### src/hw/rtl/imf_pkg.sv
`default_nettype none
// ----------------------------------------------------------------------------
// IMU window filter package
// Shared constants and control types of the six-axis window filter.
// ----------------------------------------------------------------------------
package imf_pkg;

	// Three accelerometer axes followed by three gyroscope axes.
	localparam int AXES = 6;

	// Position flags for one step of the sorted-window merge.
	typedef struct packed {
		logic first;
		logic last;
	} merge_ctl_t;

endpackage
`default_nettype wire

### src/hw/rtl/imf_if.sv
`default_nettype none
// ----------------------------------------------------------------------------
// IMU window filter channels
// Valid/ready channels for raw six-axis samples and for filtered results.
// ----------------------------------------------------------------------------
interface imf_sample_if #(
	parameter int SAMPLE_BITS = 16
);
	logic                          valid;
	logic                          ready;
	logic signed [SAMPLE_BITS-1:0] accel_x;
	logic signed [SAMPLE_BITS-1:0] accel_y;
	logic signed [SAMPLE_BITS-1:0] accel_z;
	logic signed [SAMPLE_BITS-1:0] gyro_x;
	logic signed [SAMPLE_BITS-1:0] gyro_y;
	logic signed [SAMPLE_BITS-1:0] gyro_z;

	modport source (
		output valid, accel_x, accel_y, accel_z, gyro_x, gyro_y, gyro_z,
		input  ready
	);
	modport sink (
		input  valid, accel_x, accel_y, accel_z, gyro_x, gyro_y, gyro_z,
		output ready
	);
endinterface

interface imf_filtered_if #(
	parameter int SAMPLE_BITS = 16
);
	logic                          valid;
	logic                          ready;
	logic signed [SAMPLE_BITS-1:0] filtered_accel_x;
	logic signed [SAMPLE_BITS-1:0] filtered_accel_y;
	logic signed [SAMPLE_BITS-1:0] filtered_accel_z;
	logic signed [SAMPLE_BITS-1:0] filtered_gyro_x;
	logic signed [SAMPLE_BITS-1:0] filtered_gyro_y;
	logic signed [SAMPLE_BITS-1:0] filtered_gyro_z;

	modport source (
		output valid, filtered_accel_x, filtered_accel_y, filtered_accel_z,
		       filtered_gyro_x, filtered_gyro_y, filtered_gyro_z,
		input  ready
	);
	modport sink (
		input  valid, filtered_accel_x, filtered_accel_y, filtered_accel_z,
		       filtered_gyro_x, filtered_gyro_y, filtered_gyro_z,
		output ready
	);
endinterface
`default_nettype wire

### src/hw/rtl/imf_row_ram.sv
`default_nettype none
// ----------------------------------------------------------------------------
// IMU window filter row memory
// Single-write, single-read synchronous RAM with registered read data and a
// per-row valid bit, so that rows never written since reset read as zero.
// ----------------------------------------------------------------------------
module imf_row_ram #(
	parameter int DEPTH = 8,
	parameter int WIDTH = 96
) (
	input  wire logic                                  clk,
	input  wire logic                                  arst_n,
	input  wire logic                                  we,
	input  wire logic [(DEPTH > 1 ? $clog2(DEPTH) : 1)-1:0] waddr,
	input  wire logic [WIDTH-1:0]                      wdata,
	input  wire logic                                  re,
	input  wire logic [(DEPTH > 1 ? $clog2(DEPTH) : 1)-1:0] raddr,
	output logic      [WIDTH-1:0]                      rdata
);

	logic [WIDTH-1:0] mem [DEPTH];
	logic [DEPTH-1:0] vld_q;
	logic [WIDTH-1:0] rdata_q;
	logic             rvld_q;

	// A read at the address being written returns the old contents.
	always_ff @(posedge clk) begin
		if (we) begin
			mem[waddr] <= wdata;
		end
		if (re) begin
			rdata_q <= mem[raddr];
		end
	end

	always_ff @(posedge clk or negedge arst_n) begin
		if (!arst_n) begin
			vld_q  <= '0;
			rvld_q <= 1'b0;
		end else begin
			if (re) begin
				rvld_q <= vld_q[raddr];
			end
			if (we) begin
				vld_q[waddr] <= 1'b1;
			end
		end
	end

	assign rdata = rvld_q ? rdata_q : '0;

endmodule
`default_nettype wire

### src/hw/rtl/imf_merge_lane.sv
`default_nettype none
// ----------------------------------------------------------------------------
// IMU window filter merge lane
// One step of the sorted-window update for one axis: drops the oldest sample
// from the sorted stream and inserts the newest one in order.
// ----------------------------------------------------------------------------
module imf_merge_lane
	import imf_pkg::*;
#(
	parameter int SAMPLE_BITS = 16
) (
	input  wire logic signed [SAMPLE_BITS-1:0] cur,
	input  wire logic signed [SAMPLE_BITS-1:0] nxt,
	input  wire logic signed [SAMPLE_BITS-1:0] old_v,
	input  wire logic signed [SAMPLE_BITS-1:0] new_v,
	input  wire logic signed [SAMPLE_BITS-1:0] sp_prev,
	input  wire merge_ctl_t                    ctl,
	output logic signed [SAMPLE_BITS-1:0]      sp,
	output logic signed [SAMPLE_BITS-1:0]      t
);

	logic                          skip;
	logic                          sp_inf;
	logic signed [SAMPLE_BITS-1:0] low_side;

	// Once the first copy of the old sample is reached, the stream without it
	// is the sorted window shifted down by one entry.
	assign skip   = !(cur < old_v);
	assign sp_inf = skip && ctl.last;
	assign sp     = skip ? nxt : cur;

	// The new entry is the new sample clamped between the neighbors of the
	// reduced stream.
	assign low_side = (sp_inf || (new_v < sp)) ? new_v : sp;
	assign t        = (ctl.first || (low_side > sp_prev)) ? low_side : sp_prev;

endmodule
`default_nettype wire

### src/hw/rtl/imf_mean_div.sv
`default_nettype none
// ----------------------------------------------------------------------------
// IMU window filter mean divider
// Floor division of six window sums by the window length through a multiply
// by the rounded-up reciprocal; the biased sums are registered at start, then the quotients.
// ----------------------------------------------------------------------------
module imf_mean_div
	import imf_pkg::*;
#(
	parameter int WINDOW      = 8,
	parameter int SAMPLE_BITS = 16
) (
	input  wire logic                                                  clk,
	input  wire logic                                                  arst_n,
	input  wire logic                                                  start,
	input  wire logic signed [SAMPLE_BITS+$clog2(WINDOW):0]            sum [AXES],
	output logic                                                       busy,
	output logic signed [SAMPLE_BITS-1:0]                              quot [AXES]
);

	localparam int UW    = SAMPLE_BITS + $clog2(WINDOW) + 1;
	localparam int SHIFT = UW + $clog2(WINDOW);
	localparam int MW    = UW + 1;
	localparam int PW    = UW + MW;
	// Half the sample range times the window length; moves every sum into the
	// non-negative range.
	localparam logic [UW-1:0] BIAS = UW'(WINDOW) << (SAMPLE_BITS - 1);
	// The rounding error of this reciprocal stays below one part in WINDOW over
	// the whole biased range, so the truncated product is the exact floor.
	localparam logic [MW-1:0] RECIP =
		MW'(((64'd1 << SHIFT) + 64'(WINDOW) - 64'd1) / 64'(WINDOW));

	logic                   busy_q;
	logic [UW-1:0]          bsum_q [AXES];
	logic [SAMPLE_BITS-1:0] quo_q  [AXES];
	logic [PW-1:0]          prod   [AXES];

	always_ff @(posedge clk or negedge arst_n) begin
		if (!arst_n) begin
			busy_q <= 1'b0;
		end else begin
			busy_q <= start;
		end
	end

	always_comb begin
		for (int a = 0; a < AXES; a++) begin
			prod[a] = PW'(bsum_q[a]) * PW'(RECIP);
		end
	end

	always_ff @(posedge clk) begin
		if (start) begin
			for (int a = 0; a < AXES; a++) begin
				bsum_q[a] <= $unsigned(sum[a]) + BIAS;
			end
		end
		if (busy_q) begin
			for (int a = 0; a < AXES; a++) begin
				quo_q[a] <= prod[a][SHIFT +: SAMPLE_BITS];
			end
		end
	end

	assign busy = busy_q;

	// The quotient of the biased sum carries half the sample range; flipping
	// the sign bit removes it.
	always_comb begin
		for (int a = 0; a < AXES; a++) begin
			quot[a] = {~quo_q[a][SAMPLE_BITS-1], quo_q[a][SAMPLE_BITS-2:0]};
		end
	end

endmodule
`default_nettype wire

### src/hw/rtl/imu_window_median_average_filter_top.sv
`default_nettype none
// ----------------------------------------------------------------------------
// IMU window median/average filter
// Six-axis sliding-window filter giving the window mean or median per axis.
// ----------------------------------------------------------------------------
// Usage:
// One transaction on the samples channel carries three accelerometer and
// three gyroscope values; each produces exactly one transaction on the
// results channel with the filtered value of every axis. filter_mode is
// written through cfg_we/cfg_wdata: 0 gives the floor of the window mean,
// 1 (reset value) the window median. The user must write it only while the
// block is idle; the block itself does not enforce this.
// The raw window sits in a ring memory and a sorted copy of each axis in a
// second memory. Each sample triggers one read-modify-write sweep over the
// sorted rows, one row per cycle; the mean path then adds a pass through the
// reciprocal divider.
// One sample is processed at a time; the result register lets the next
// sample enter while a finished result is still waiting for the receiver.
// A stalled receiver holds the last step until the register frees up.
// Reset empties both memories through per-row valid bits (the window reads
// as all zero), sets the write position to zero and selects the median.
// ----------------------------------------------------------------------------
module imu_window_median_average_filter_top
	import imf_pkg::*;
#(
	parameter int WINDOW      = 8,
	parameter int SAMPLE_BITS = 16
) (
	input  wire logic      clk,
	input  wire logic      arst_n,
	input  wire logic      cfg_we,
	input  wire logic      cfg_wdata,
	imf_sample_if.sink     samples,
	imf_filtered_if.source results
);

	localparam int AW     = (WINDOW > 1) ? $clog2(WINDOW) : 1;
	localparam int SUMW   = SAMPLE_BITS + $clog2(WINDOW) + 1;
	localparam int RW     = AXES * SAMPLE_BITS;
	localparam int LO_IDX = (WINDOW - 1) / 2;
	localparam int HI_IDX = WINDOW / 2;

	typedef enum logic [2:0] {
		IDLE,
		LOAD,
		PASS,
		DIV_START,
		DIV_RUN,
		DONE
	} state_t;

	state_t  state_q;
	logic    filter_mode_q;
	logic [AW-1:0] pos_q;
	logic [AW-1:0] k_q;
	logic    out_valid_q;
	logic signed [SAMPLE_BITS-1:0] res_q [AXES];

	logic accept;
	logic res_load;

	logic signed [SAMPLE_BITS-1:0] in_smp    [AXES];
	logic signed [SAMPLE_BITS-1:0] sample_q  [AXES];
	logic signed [SAMPLE_BITS-1:0] old_smp   [AXES];
	logic signed [SAMPLE_BITS-1:0] srt_smp   [AXES];
	logic signed [SAMPLE_BITS-1:0] cur_q     [AXES];
	logic signed [SAMPLE_BITS-1:0] sp_prev_q [AXES];
	logic signed [SAMPLE_BITS-1:0] sp        [AXES];
	logic signed [SAMPLE_BITS-1:0] t         [AXES];
	logic signed [SAMPLE_BITS-1:0] lo_q      [AXES];
	logic signed [SAMPLE_BITS-1:0] hi_q      [AXES];
	logic signed [SAMPLE_BITS-1:0] med       [AXES];
	logic signed [SAMPLE_BITS-1:0] mean      [AXES];
	logic signed [SUMW-1:0]        sum_q     [AXES];
	logic signed [SAMPLE_BITS:0]   mid_sum   [AXES];

	logic [RW-1:0] ring_wdata;
	logic [RW-1:0] ring_rdata;
	logic [RW-1:0] srt_wdata;
	logic [RW-1:0] srt_rdata;

	logic          srt_we;
	logic          srt_re;
	logic [AW-1:0] srt_raddr;
	logic [AW+1:0] rd_idx;
	logic          rd_ok;
	logic          k_last;
	merge_ctl_t    ctl;

	logic div_start;
	logic div_busy;

	assign accept = samples.valid && samples.ready;
	assign samples.ready = (state_q == IDLE);

	assign in_smp[0] = samples.accel_x;
	assign in_smp[1] = samples.accel_y;
	assign in_smp[2] = samples.accel_z;
	assign in_smp[3] = samples.gyro_x;
	assign in_smp[4] = samples.gyro_y;
	assign in_smp[5] = samples.gyro_z;

	always_comb begin
		for (int a = 0; a < AXES; a++) begin
			ring_wdata[a*SAMPLE_BITS +: SAMPLE_BITS] = in_smp[a];
			srt_wdata[a*SAMPLE_BITS +: SAMPLE_BITS]  = t[a];
			old_smp[a] = ring_rdata[a*SAMPLE_BITS +: SAMPLE_BITS];
			srt_smp[a] = srt_rdata[a*SAMPLE_BITS +: SAMPLE_BITS];
		end
	end

	// Raw history: the new sample replaces the oldest one, whose value is
	// read out at the same edge for the sorted update.
	imf_row_ram #(
		.DEPTH (WINDOW),
		.WIDTH (RW)
	) u_ring_ram (
		.clk    (clk),
		.arst_n (arst_n),
		.we     (accept),
		.waddr  (pos_q),
		.wdata  (ring_wdata),
		.re     (accept),
		.raddr  (pos_q),
		.rdata  (ring_rdata)
	);

	// Sorted window: row k holds the k-th smallest value of every axis. The
	// sweep reads two rows ahead of the row it writes back.
	assign k_last = (k_q == AW'(WINDOW - 1));
	assign rd_idx = (AW + 2)'(k_q) + (AW + 2)'(2);
	assign rd_ok  = rd_idx < (AW + 2)'(WINDOW);
	assign srt_we = (state_q == PASS);

	always_comb begin
		priority if (accept) begin
			srt_re    = 1'b1;
			srt_raddr = '0;
		end else if (state_q == LOAD) begin
			srt_re    = (WINDOW > 1);
			srt_raddr = AW'(1);
		end else if (state_q == PASS) begin
			srt_re    = rd_ok;
			srt_raddr = rd_idx[AW-1:0];
		end else begin
			srt_re    = 1'b0;
			srt_raddr = '0;
		end
	end

	imf_row_ram #(
		.DEPTH (WINDOW),
		.WIDTH (RW)
	) u_sort_ram (
		.clk    (clk),
		.arst_n (arst_n),
		.we     (srt_we),
		.waddr  (k_q),
		.wdata  (srt_wdata),
		.re     (srt_re),
		.raddr  (srt_raddr),
		.rdata  (srt_rdata)
	);

	assign ctl.first = (k_q == '0);
	assign ctl.last  = k_last;

	for (genvar a = 0; a < AXES; a++) begin : g_lane
		imf_merge_lane #(
			.SAMPLE_BITS (SAMPLE_BITS)
		) u_lane (
			.cur     (cur_q[a]),
			.nxt     (srt_smp[a]),
			.old_v   (old_smp[a]),
			.new_v   (sample_q[a]),
			.sp_prev (sp_prev_q[a]),
			.ctl     (ctl),
			.sp      (sp[a]),
			.t       (t[a])
		);
	end

	assign div_start = (state_q == DIV_START);

	imf_mean_div #(
		.WINDOW      (WINDOW),
		.SAMPLE_BITS (SAMPLE_BITS)
	) u_mean_div (
		.clk    (clk),
		.arst_n (arst_n),
		.start  (div_start),
		.sum    (sum_q),
		.busy   (div_busy),
		.quot   (mean)
	);

	// For an odd window both middle indexes coincide and the halving is exact.
	always_comb begin
		for (int a = 0; a < AXES; a++) begin
			mid_sum[a] = (SAMPLE_BITS + 1)'(lo_q[a]) + (SAMPLE_BITS + 1)'(hi_q[a]);
			med[a]     = mid_sum[a][SAMPLE_BITS:1];
		end
	end

	always_ff @(posedge clk) begin
		if (accept) begin
			sample_q <= in_smp;
		end
		if (state_q == LOAD) begin
			cur_q <= srt_smp;
		end
		if (state_q == PASS) begin
			cur_q     <= srt_smp;
			sp_prev_q <= sp;
			for (int a = 0; a < AXES; a++) begin
				sum_q[a] <= (ctl.first ? SUMW'(0) : sum_q[a]) + SUMW'(t[a]);
				if (k_q == AW'(LO_IDX)) begin
					lo_q[a] <= t[a];
				end
				if (k_q == AW'(HI_IDX)) begin
					hi_q[a] <= t[a];
				end
			end
		end
	end

	assign res_load = (state_q == DONE) && (!out_valid_q || results.ready);

	always_ff @(posedge clk or negedge arst_n) begin
		if (!arst_n) begin
			state_q       <= IDLE;
			filter_mode_q <= 1'b1;
			pos_q         <= '0;
			k_q           <= '0;
			out_valid_q   <= 1'b0;
			for (int a = 0; a < AXES; a++) begin
				res_q[a] <= '0;
			end
		end else begin
			if (cfg_we) begin
				filter_mode_q <= cfg_wdata;
			end
			if (res_load) begin
				out_valid_q <= 1'b1;
			end else if (results.ready) begin
				out_valid_q <= 1'b0;
			end
			unique case (state_q)
				IDLE: begin
					if (accept) begin
						pos_q   <= (pos_q == AW'(WINDOW - 1)) ? '0 : pos_q + AW'(1);
						state_q <= LOAD;
					end
				end
				LOAD: begin
					k_q     <= '0;
					state_q <= PASS;
				end
				PASS: begin
					k_q <= k_q + AW'(1);
					if (k_last) begin
						state_q <= filter_mode_q ? DONE : DIV_START;
					end
				end
				DIV_START: begin
					state_q <= DIV_RUN;
				end
				DIV_RUN: begin
					if (!div_busy) begin
						state_q <= DONE;
					end
				end
				DONE: begin
					if (res_load) begin
						for (int a = 0; a < AXES; a++) begin
							res_q[a] <= filter_mode_q ? med[a] : mean[a];
						end
						state_q <= IDLE;
					end
				end
				default: begin
					state_q <= IDLE;
				end
			endcase
		end
	end

	assign results.valid            = out_valid_q;
	assign results.filtered_accel_x = res_q[0];
	assign results.filtered_accel_y = res_q[1];
	assign results.filtered_accel_z = res_q[2];
	assign results.filtered_gyro_x  = res_q[3];
	assign results.filtered_gyro_y  = res_q[4];
	assign results.filtered_gyro_z  = res_q[5];

	// The sweep must never read the row it is writing back in the same cycle.
	assert property (@(posedge clk) disable iff (!arst_n)
		(srt_we && srt_re) |-> (srt_raddr != k_q))
		else $error("sorted memory read and write collide on one row");

	assert property (@(posedge clk) disable iff (!arst_n)
		(state_q == DIV_START) |=> div_busy)
		else $error("divider did not start");

	assert property (@(posedge clk) disable iff (!arst_n)
		(state_q == DONE && !filter_mode_q) |-> !div_busy)
		else $error("mean result taken while divider still running");

	assert property (@(posedge clk) disable iff (!arst_n)
		$rose(results.valid) |-> $past(state_q == DONE))
		else $error("result presented without a finished sweep");

endmodule
`default_nettype wire
### src/flat_wrapper.sv
// flat-port wrapper written by rule: the top's interface ports become plain ports
module imu_window_median_average_filter_top_flat import imf_pkg::*;
#(
	parameter int WINDOW      = 8,
	parameter int SAMPLE_BITS = 16
)
  (clk, arst_n, cfg_we, cfg_wdata, samples_valid, samples_accel_x, samples_accel_y, samples_accel_z, samples_gyro_x, samples_gyro_y, samples_gyro_z, samples_ready, results_valid, results_filtered_accel_x, results_filtered_accel_y, results_filtered_accel_z, results_filtered_gyro_x, results_filtered_gyro_y, results_filtered_gyro_z, results_ready);
  imf_sample_if #(.SAMPLE_BITS(SAMPLE_BITS)) samples_i ();
  imf_filtered_if #(.SAMPLE_BITS(SAMPLE_BITS)) results_i ();
  input  wire logic clk;
  input  wire logic arst_n;
  input  wire logic cfg_we;
  input  wire logic cfg_wdata;
  input wire logic [$bits(samples_i.valid)-1:0] samples_valid;
  input wire logic [$bits(samples_i.accel_x)-1:0] samples_accel_x;
  input wire logic [$bits(samples_i.accel_y)-1:0] samples_accel_y;
  input wire logic [$bits(samples_i.accel_z)-1:0] samples_accel_z;
  input wire logic [$bits(samples_i.gyro_x)-1:0] samples_gyro_x;
  input wire logic [$bits(samples_i.gyro_y)-1:0] samples_gyro_y;
  input wire logic [$bits(samples_i.gyro_z)-1:0] samples_gyro_z;
  output wire logic [$bits(samples_i.ready)-1:0] samples_ready;
  output wire logic [$bits(results_i.valid)-1:0] results_valid;
  output wire logic [$bits(results_i.filtered_accel_x)-1:0] results_filtered_accel_x;
  output wire logic [$bits(results_i.filtered_accel_y)-1:0] results_filtered_accel_y;
  output wire logic [$bits(results_i.filtered_accel_z)-1:0] results_filtered_accel_z;
  output wire logic [$bits(results_i.filtered_gyro_x)-1:0] results_filtered_gyro_x;
  output wire logic [$bits(results_i.filtered_gyro_y)-1:0] results_filtered_gyro_y;
  output wire logic [$bits(results_i.filtered_gyro_z)-1:0] results_filtered_gyro_z;
  input wire logic [$bits(results_i.ready)-1:0] results_ready;
  assign samples_i.valid = samples_valid;
  assign samples_i.accel_x = samples_accel_x;
  assign samples_i.accel_y = samples_accel_y;
  assign samples_i.accel_z = samples_accel_z;
  assign samples_i.gyro_x = samples_gyro_x;
  assign samples_i.gyro_y = samples_gyro_y;
  assign samples_i.gyro_z = samples_gyro_z;
  assign samples_ready = samples_i.ready;
  assign results_valid = results_i.valid;
  assign results_filtered_accel_x = results_i.filtered_accel_x;
  assign results_filtered_accel_y = results_i.filtered_accel_y;
  assign results_filtered_accel_z = results_i.filtered_accel_z;
  assign results_filtered_gyro_x = results_i.filtered_gyro_x;
  assign results_filtered_gyro_y = results_i.filtered_gyro_y;
  assign results_filtered_gyro_z = results_i.filtered_gyro_z;
  assign results_i.ready = results_ready;
  imu_window_median_average_filter_top #(.WINDOW(WINDOW), .SAMPLE_BITS(SAMPLE_BITS)) u_core (.clk(clk), .arst_n(arst_n), .cfg_we(cfg_we), .cfg_wdata(cfg_wdata), .samples(samples_i), .results(results_i));
endmodule
### config.mk
export PLATFORM = sky130hd
export DESIGN_NAME = imu_window_median_average_filter_top_flat
export DESIGN_NICKNAME = d
export VERILOG_FILES = /design/src/hw/rtl/imf_pkg.sv /design/src/hw/rtl/imf_if.sv /design/src/hw/rtl/imf_row_ram.sv /design/src/hw/rtl/imf_merge_lane.sv /design/src/hw/rtl/imf_mean_div.sv /design/src/hw/rtl/imu_window_median_average_filter_top.sv /design/src/flat_wrapper.sv
export SDC_FILE = /design/constraint.sdc
export NUM_CORES = 2
export LEC_CHECK = 0
export BUFFER_PORTS_ARGS = -buffer_cell sky130_fd_sc_hd__buf_2
export CAP_MARGIN = 5
export CORE_MARGIN = 1.5
export CORE_UTILIZATION = 55
export CTS_CLUSTER_DIAMETER = 40
export DETAILED_ROUTE_END_ITERATION = 16
export GPL_TIMING_DRIVEN = 1
export PLACE_DENSITY = 0.79
export SLEW_MARGIN = 5
export SYNTH_ARGS = -nofsm -noshare
export SYNTH_HDL_FRONTEND = slang
export SYNTH_SLANG_ARGS = --single-unit
### constraint.sdc
create_clock -name clk -period 12.7 [get_ports clk]
set_input_delay 2.54 -clock clk [delete_from_list [all_inputs] [get_ports clk]]
set_output_delay 2.54 -clock clk [all_outputs]
set_load 0.03 [all_outputs]
Word-level counts from Yosys, hierarchy flattened
Memory sizes are Yosys's and may differ from the RTL's. A register that Yosys moved wholly into a read port is not among the register bits.
Cells that the tools add are included.
{"block": "word_totals", "ramBits": 1944, "inputBits": 102, "reg_bits": 534, "latchBits": 0, "out_inout_bits": 98, "mem_count": 6, "elab_cells": 221, "romBits": 0}
{"block": "op_classes", "eq_ne": 13, "multipliers": 0, "n_div": 0, "magnitude_cmp": 24, "reduce_logical": 37, "n_bitwise": 8, "n_mux": 72, "shifts": 0, "addsub": 21}
{"name": "u_core.u_ring_ram.mem", "words": 8, "width": 96, "rd": 1, "rd_clocked_by_memory_dff": 1, "write_ports": 1, "line": "imf_row_ram.sv:21", "text": "logic [WIDTH-1:0] mem [DEPTH];"}
{"name": "u_core.u_sort_ram.mem", "words": 8, "width": 96, "rd": 1, "rd_clocked_by_memory_dff": 1, "write_ports": 1, "line": "imf_row_ram.sv:21"}
{"name": "u_core.u_mean_div.bsum_q", "words": 6, "width": 20, "rd": 6, "rd_clocked_by_memory_dff": 0, "write_ports": 6, "line": "imf_mean_div.sv:34", "text": "logic [UW-1:0] bsum_q [AXES];"}
{"name": "u_core.hi_q", "words": 6, "width": 16, "rd": 6, "rd_clocked_by_memory_dff": 0, "write_ports": 6, "line": "imu_window_median_average_filter_top.sv:71", "text": "logic signed [SAMPLE_BITS-1:0] hi_q [AXES];"}
{"name": "u_core.lo_q", "words": 6, "width": 16, "rd": 6, "rd_clocked_by_memory_dff": 0, "write_ports": 6, "line": "imu_window_median_average_filter_top.sv:70", "text": "logic signed [SAMPLE_BITS-1:0] lo_q [AXES];"}
{"name": "u_core.u_mean_div.quo_q", "words": 6, "width": 16, "rd": 6, "rd_clocked_by_memory_dff": 0, "write_ports": 6, "line": "imf_mean_div.sv:35", "text": "logic [SAMPLE_BITS-1:0] quo_q [AXES];"}
{"op": "two-way mux 16 bit", "count": 24}
{"op": "two-way mux 96 bit", "count": 4}
{"op": "< comparator 16 bit", "count": 12}
{"op": "adder 20 x 16 -> 20 bit", "count": 6}
{"op": "adder 20 x 19 -> 20 bit, second input constant", "count": 6}
{"op": "two-way mux 20 bit", "count": 6}
{"op": "adder 16 x 16 -> 17 bit", "count": 6}
{"op": "> comparator 16 bit", "count": 6}
{"op": "two-way mux 3 bit", "count": 9}
{"op": "two-way mux 1 bit", "count": 23}
{"op": "one-hot mux 3 bit (6 select lines)", "count": 1}
{"op": "OR 8 bit", "count": 2}
{"op": "equality test 3 bit, second input constant", "count": 5}
{"op": "logical OR 1 bit", "count": 13}
{"op": "< comparator 3 x 4 -> 1 bit, second input constant", "count": 3}
{"op": "logical AND 1 bit", "count": 10}
{"op": "equality test 3 x 2 -> 1 bit, second input constant", "count": 3}
{"op": "zero test 1 bit", "count": 7}
{"op": "adder 3 x 1 -> 3 bit, second input constant", "count": 2}
{"op": "binary-select mux 1 bit (select 3 bit)", "count": 2}
{"op": "demux 1 bit (select 3 bit)", "count": 2}
{"op": "greater-or-equal comparator 3 x 1 -> 1 bit, second input constant", "count": 2}
{"op": "zero test 3 bit", "count": 2}
{"op": "!= test 2 bit, second input constant", "count": 3}
{"op": "9 further kinds", "count": 16}

Longest topological paths before layout
{"block": "logic_depth", "depth_word": 10, "mapped_depth": 53, "mapped_depth_nobuf": 48}

Hierarchy
A second synthesis with hierarchy kept.
{"block": "hier_totals", "cells_unflattened": 6887, "hier_area_um2": 116495.5}
{"module": "imf_row_ram", "seq_area_each_um2": 26170.1, "area_per_inst_um2": 32738.9, "instances": 2, "cells_each": 1349}
{"module": "imu_window_median_average_filter_top", "seq_area_each_um2": 20696.1, "area_per_inst_um2": 32522.4, "instances": 1, "cells_each": 2413}
{"module": "imf_merge_lane (u_core.g_lane[0].u_lane ...)", "seq_area_each_um2": 0.0, "area_per_inst_um2": 1961.9, "instances": 5, "cells_each": 238}
{"module": "imf_mean_div", "seq_area_each_um2": 5790.6, "area_per_inst_um2": 6511.2, "instances": 1, "cells_each": 295}
{"module": "imf_merge_lane (u_core.g_lane[2].u_lane)", "seq_area_each_um2": 0.0, "area_per_inst_um2": 2174.6, "instances": 1, "cells_each": 291}

Least setup slack after synthesis
No wires, ideal clock.
{"block": "synth_timing", "path_kind": "input to register", "from": "input port samples_valid", "to": "register u_core.u_ring_ram.vld_q[3]", "setup_slack_ns": 2.356, "n_path_buf": 1, "t_arrival_ns": 10.238, "setup_time_ns": 0.106, "required_time_ns": 12.594, "cell_stages": 4, "path_cell_list": "clkbuf_1 > nand2_1 > nor3_1 > or2_2"}
{"block": "synth_via", "elab_chain_len": 1}
{"item": "start: declaration", "line": "flat_wrapper.sv:14", "text": "input wire logic [$bits(samples_i.valid)-1:0] samples_valid;"}
{"item": "logical AND 1 bit", "line": "imu_window_median_average_filter_top.sv:93", "text": "assign accept = samples.valid && samples.ready;"}
{"item": "end signal: assignment", "line": "imf_row_ram.sv:38", "text": "vld_q <= '0;"}
{"item": "end signal: indexed assignment", "line": "imf_row_ram.sv:45", "text": "vld_q[waddr] <= 1'b1;"}
{"item": "end: declaration", "line": "imf_row_ram.sv:22", "text": "logic [DEPTH-1:0] vld_q;"}
No other way between the ends.
A chain may end at the register's enable or synchronous reset.

Worst setup path after layout
{"block": "layout_timing", "from": "register u_core.u_ring_ram.rvld_q", "to": "register u_core.sum_q[77] in the netlist's numbering (data pin)"}
{"block": "layout_via", "elab_chain_len": 10, "elab_cells_between_ends": 12, "classes_between": "1 x add/sub; 3 x order compare; 4 x mux; 4 x reduce/logical"}
{"item": "start: declaration", "line": "imf_row_ram.sv:24", "text": "logic rvld_q;"}
{"item": "start signal: assignment", "line": "imf_row_ram.sv:42", "text": "rvld_q <= vld_q[raddr];"}
{"item": "two-way mux 96 bit *", "line": "imf_row_ram.sv:50", "text": "assign rdata = rvld_q ? rdata_q : '0;"}
{"item": "< comparator 16 bit *", "line": "imf_merge_lane.sv:28", "text": "assign skip = !(cur < old_v);"}
{"item": "two-way mux 16 bit *", "line": "imf_merge_lane.sv:30", "text": "assign sp = skip ? nxt : cur;"}
{"item": "named net u_core.g_lane[2].u_lane.sp[4]", "line": "imf_merge_lane.sv:18", "text": "output logic signed [SAMPLE_BITS-1:0] sp,"}
{"item": "< comparator 16 bit", "line": "imf_merge_lane.sv:34", "text": "assign low_side = (sp_inf || (new_v < sp)) ? new_v : sp;"}
{"item": "logical OR 1 bit", "line": "imf_merge_lane.sv:34"}
{"item": "two-way mux 16 bit *", "line": "imf_merge_lane.sv:34"}
{"item": "> comparator 16 bit", "line": "imf_merge_lane.sv:35", "text": "assign t = (ctl.first || (low_side > sp_prev)) ? low_side : sp_prev;"}
{"item": "logical OR 1 bit", "line": "imf_merge_lane.sv:35"}
{"item": "two-way mux 16 bit *", "line": "imf_merge_lane.sv:35"}
{"item": "named net u_core.g_lane[2].u_lane.t[1]", "line": "imf_merge_lane.sv:19", "text": "output logic signed [SAMPLE_BITS-1:0] t"}
{"item": "adder 20 x 16 -> 20 bit *", "line": "imu_window_median_average_filter_top.sv:216", "text": "sum_q[a] <= (ctl.first ? SUMW'(0) : sum_q[a]) + SUMW'(t[a]);"}
{"item": "end signal: indexed assignment", "line": "imu_window_median_average_filter_top.sv:216"}
{"item": "end: declaration", "line": "imu_window_median_average_filter_top.sv:74", "text": "logic signed [SUMW-1:0] sum_q [AXES];"}
Mark *: on every way through the listed nets, which the timed path passes. The rest lies on a longest branch.

==> impl_metrics.csv <==
group,metric,value,unit
clock_tree,clk_pin_slew,60,ps
logic_synthesis,synth_compound_area_share,7.46,%
logic_synthesis,synthFlopType,"edfxtp_1",
grt,grt_pass1_wl,388,mm
timing,setup_violations,0,
clock_tree,cts_root_buffer,"clkbuf_16",
logic_synthesis,synth_seq_cells,2640,
logic_synthesis,synthTopCellsByCount,"edfxtp_1 (2514), ha_1 (472), nand2_1 (389)",
status,status,"completed",
logic_synthesis,synth_mux_area_share,6.99,%
placed_design,portBuffers,199,
logic_synthesis,synthDistinctLibCells,80,
logic_synthesis,synth_edf_count,2514,
grt,antenna_found_initial,56,
clock_tree,h-tree-depth,5,
clock_tree,cts_setup_buffers,0,
logic_synthesis,synth_area_leaders,"edfxtp_1 (68%), ha_1 (5.3%), mux4_2 (3.9%), dfrtp_1 (2.8%), a22oi_1 (2.6%)",
timing,max_slew_margin,10.8,%
cells_and_area,layout-drive-gt1-share,17.5,%
placed_design,gp_congestion,0.839,
logic_synthesis,synthAdderAreaFrac,5.70,%
critical_path,cp_data_arrival_time,11980,ps
logic_synthesis,syn_nets,7472,
logic_synthesis,synth-simple-area-share,5.71,%
timing,min_period,11330,ps
critical_path,end_kind,"register",
critical_path,crit_slowest_cell,"o31a_1",
detailed_routing,wire_per_inst,25.5,µm
critical_path,cpPeakStageDelay,730,ps
clock_tree,cts_tree,"done",
critical_path,crit_top_cell,"a21o_1",
timing,slew_viol_final,0,
logic_synthesis,synth-xor-area-share,1.22,%
logic_synthesis,netlist_area,0.111,mm²
cells_and_area,fillCellCount,13400,
detailed_routing,first_iter_violations,7160,
placed_design,placed_area,0.115,mm²
timing,clock_skew,58.2,ps
timing,worstMarginPinSlew,1320,ps
critical_path,crit_type,"register to register",
detailed_routing,vias_per_cell,6.21,
detailed_routing,firstDrtPassIters,6,
floorplanning,dieArea,0.204,mm²
critical_path,required,13350,ps
timing,period_share,89.2,%
floorplanning,start_util,55.4,%
logic_synthesis,synth_top_family_by_area,"compound AO/OA/AOI/OAI gates",
timing,hold_slack,415,ps
critical_path,critPathTopFamily,"compound AO/OA/AOI/OAI gates",
floorplanning,core,0.200,mm²
critical_path,worstSetupStartpointType,"register",
detailed_routing,ant_nets,0,
grt,gr-usage-all-layers,25.2,%
critical_path,critPathBufInv,4,
detailed_routing,wl,259,mm
clock_tree,cts_resized,0,
clock_tree,cts_made_buffers,302,
detailed_routing,drt_drc_violations_left,0,
grt,grt_max_degree,148,
logic_synthesis,synth_warnings,0,
timing,rsz0062_at_grt,"no",
cells_and_area,finish.instance_area,0.125,mm²
cells_and_area,fin_nets,7851,
logic_synthesis,syn_avg_cell_area,16.1,µm²
logic_synthesis,synth_cells,6886,
clock_tree,hold_buffers,0,
grt,grt-ovfl-total,0,
flow_run,drv_cap,0,
clock_tree,clk_latency,950,ps
placed_design,dp_hpwl,155,mm
floorplanning,num_rows,164,
critical_path,crit_fanout,48,
logic_synthesis,synth-seq-area-share,71.0,%
logic_synthesis,synth_area_leader_cell,"edfxtp_1",
timing,fmax,88.2,MHz
logic_synthesis,yosysMostFrequentCell,"edfxtp_1",
clock_tree,cts_buffer_depth,4,
detailed_routing,num_vias,63000,
floorplanning,die_w,452,µm
clock_tree,cts_num_sinks,2640,
logic_synthesis,async_flop_share,4.77,%
logic_synthesis,netlist.area_leader.share,68.1,%
timing,finalHoldViolations,0,
floorplanning,die_h,452,µm
cells_and_area,areaGrowthSynthToFinish,12.9,%
timing,tns,0,ps
worst_hold_path,worstHoldPathType,"register to register",
grt,grt_pass1_vias,62900,
floorplanning,io_pins,200,
==> sequential cells by signal, summed over array words and instances, names as in the netlist, 16 cells and up <==
name                             flops
u_core.cur_q                        96
u_core.hi_q                         96
u_core.lo_q                         96
u_core.results.filtered_accel_x     16
u_core.results.filtered_accel_y     16
u_core.results.filtered_accel_z     16
u_core.results.filtered_gyro_x      16
u_core.results.filtered_gyro_y      16
u_core.results.filtered_gyro_z      16
u_core.sample_q                     96
u_core.sp_prev_q                    96
u_core.sum_q                       114
u_core.u_mean_div.bsum_q            96
u_core.u_mean_div.quo_q             96
u_core.u_ring_ram.mem              768
u_core.u_ring_ram.rdata_q           96
u_core.u_sort_ram.mem              768
u_core.u_sort_ram.rdata_q           96
==> routing by layer <==
metal	GRT usage, %	wire [µm]
met2	37.8	116000
met4	6.92	5670
met1	37.0	108000
met5	0	434
met3	6.12	28400
==> stage by stage <==
stage          utilization, %  instances  setup slack (ps)
2_1_floorplan               -       6886              2360
3_3_place_gp             57.7       9617              1850
3_5_place_dp             57.7       9617              1510
4_1_cts                  62.5      10100              1430
5_1_grt                  62.5      10100               516
6_report                 62.5      10100              1370
==> logic make-up after synthesis <==
family          count (synthesis)
compound gates               1261
xor+xnor                      153
fa+ha+maj                     501
buf+inv                       570
flops                        2640
mux                           500
simple gates                 1261
==> path summary, 6_finish.rpt <==
kind	from	to	slack, ps	depth (start not counted)
setup / recovery	u_core.u_ring_ram.rvld_q	u_core.sum_q[77]	1370	45
hold / removal	u_core.u_mean_div.bsum_q[3][18]	u_core.u_mean_div.quo_q[3][15]	410	0
setup reg to reg	u_core.u_ring_ram.rvld_q	u_core.sum_q[77]	1370	45
hold reg to reg	u_core.u_mean_div.bsum_q[3][18]	u_core.u_mean_div.quo_q[3][15]	410	0
max in group asynchronous	arst_n	u_core.u_mean_div.busy	9600	2
min in group asynchronous	arst_n	u_core.pos_q[0]	1690	1
==> worst register-to-register path: cells and delay by family, from the launching register on <==
family                   cells  cell delay [ps]
AO/OA/AOI/OAI               27             5730
XOR/XNOR                     1              120
adder cells (fa/ha/maj)      4             1130
buffers and inverters        4             1170
flip-flops                   1              530
multiplexers                 4             1720
AND/OR/NAND/NOR              5              660
==> placed cells by master, fill, tap and decap left out, drive strengths merged, types with 194 or more instances in the layout <==
| cell | Yosys | final |
|---|---|---|
| a22oi | 387 | 387 |
| mux4 | 194 | 194 |
| a21oi | 229 | 229 |
| edfxtp | 2514 | 2514 |
| ha | 472 | 472 |
| inv | 315 | 371 |
| buf | 33 | 329 |
| clkbuf | 221 | 346 |
| o21ai | 299 | 299 |
| nand2 | 389 | 389 |
| mux2 | 240 | 240 |
| nor2 | 205 | 205 |
==> final cells by class <==
class / instances / area (µm²) / area share (%)
sequential: 2640 / 78700 / 62.9
multi-input combinational: 3676 / 30200 / 24.2
clock buffer: 346 / 7900 / 6.32
tap: 2656 / 3320 / 2.66
timing repair buffer: 329 / 2030 / 1.62
clock inverter: 172 / 1730 / 1.38
inverter: 316 / 1200 / 0.960
antenna: 10 / 25.0 / 0.0200
Power is not shown: default switching activity piles up to over one toggle a cycle in this logic, so the estimate is an artifact.
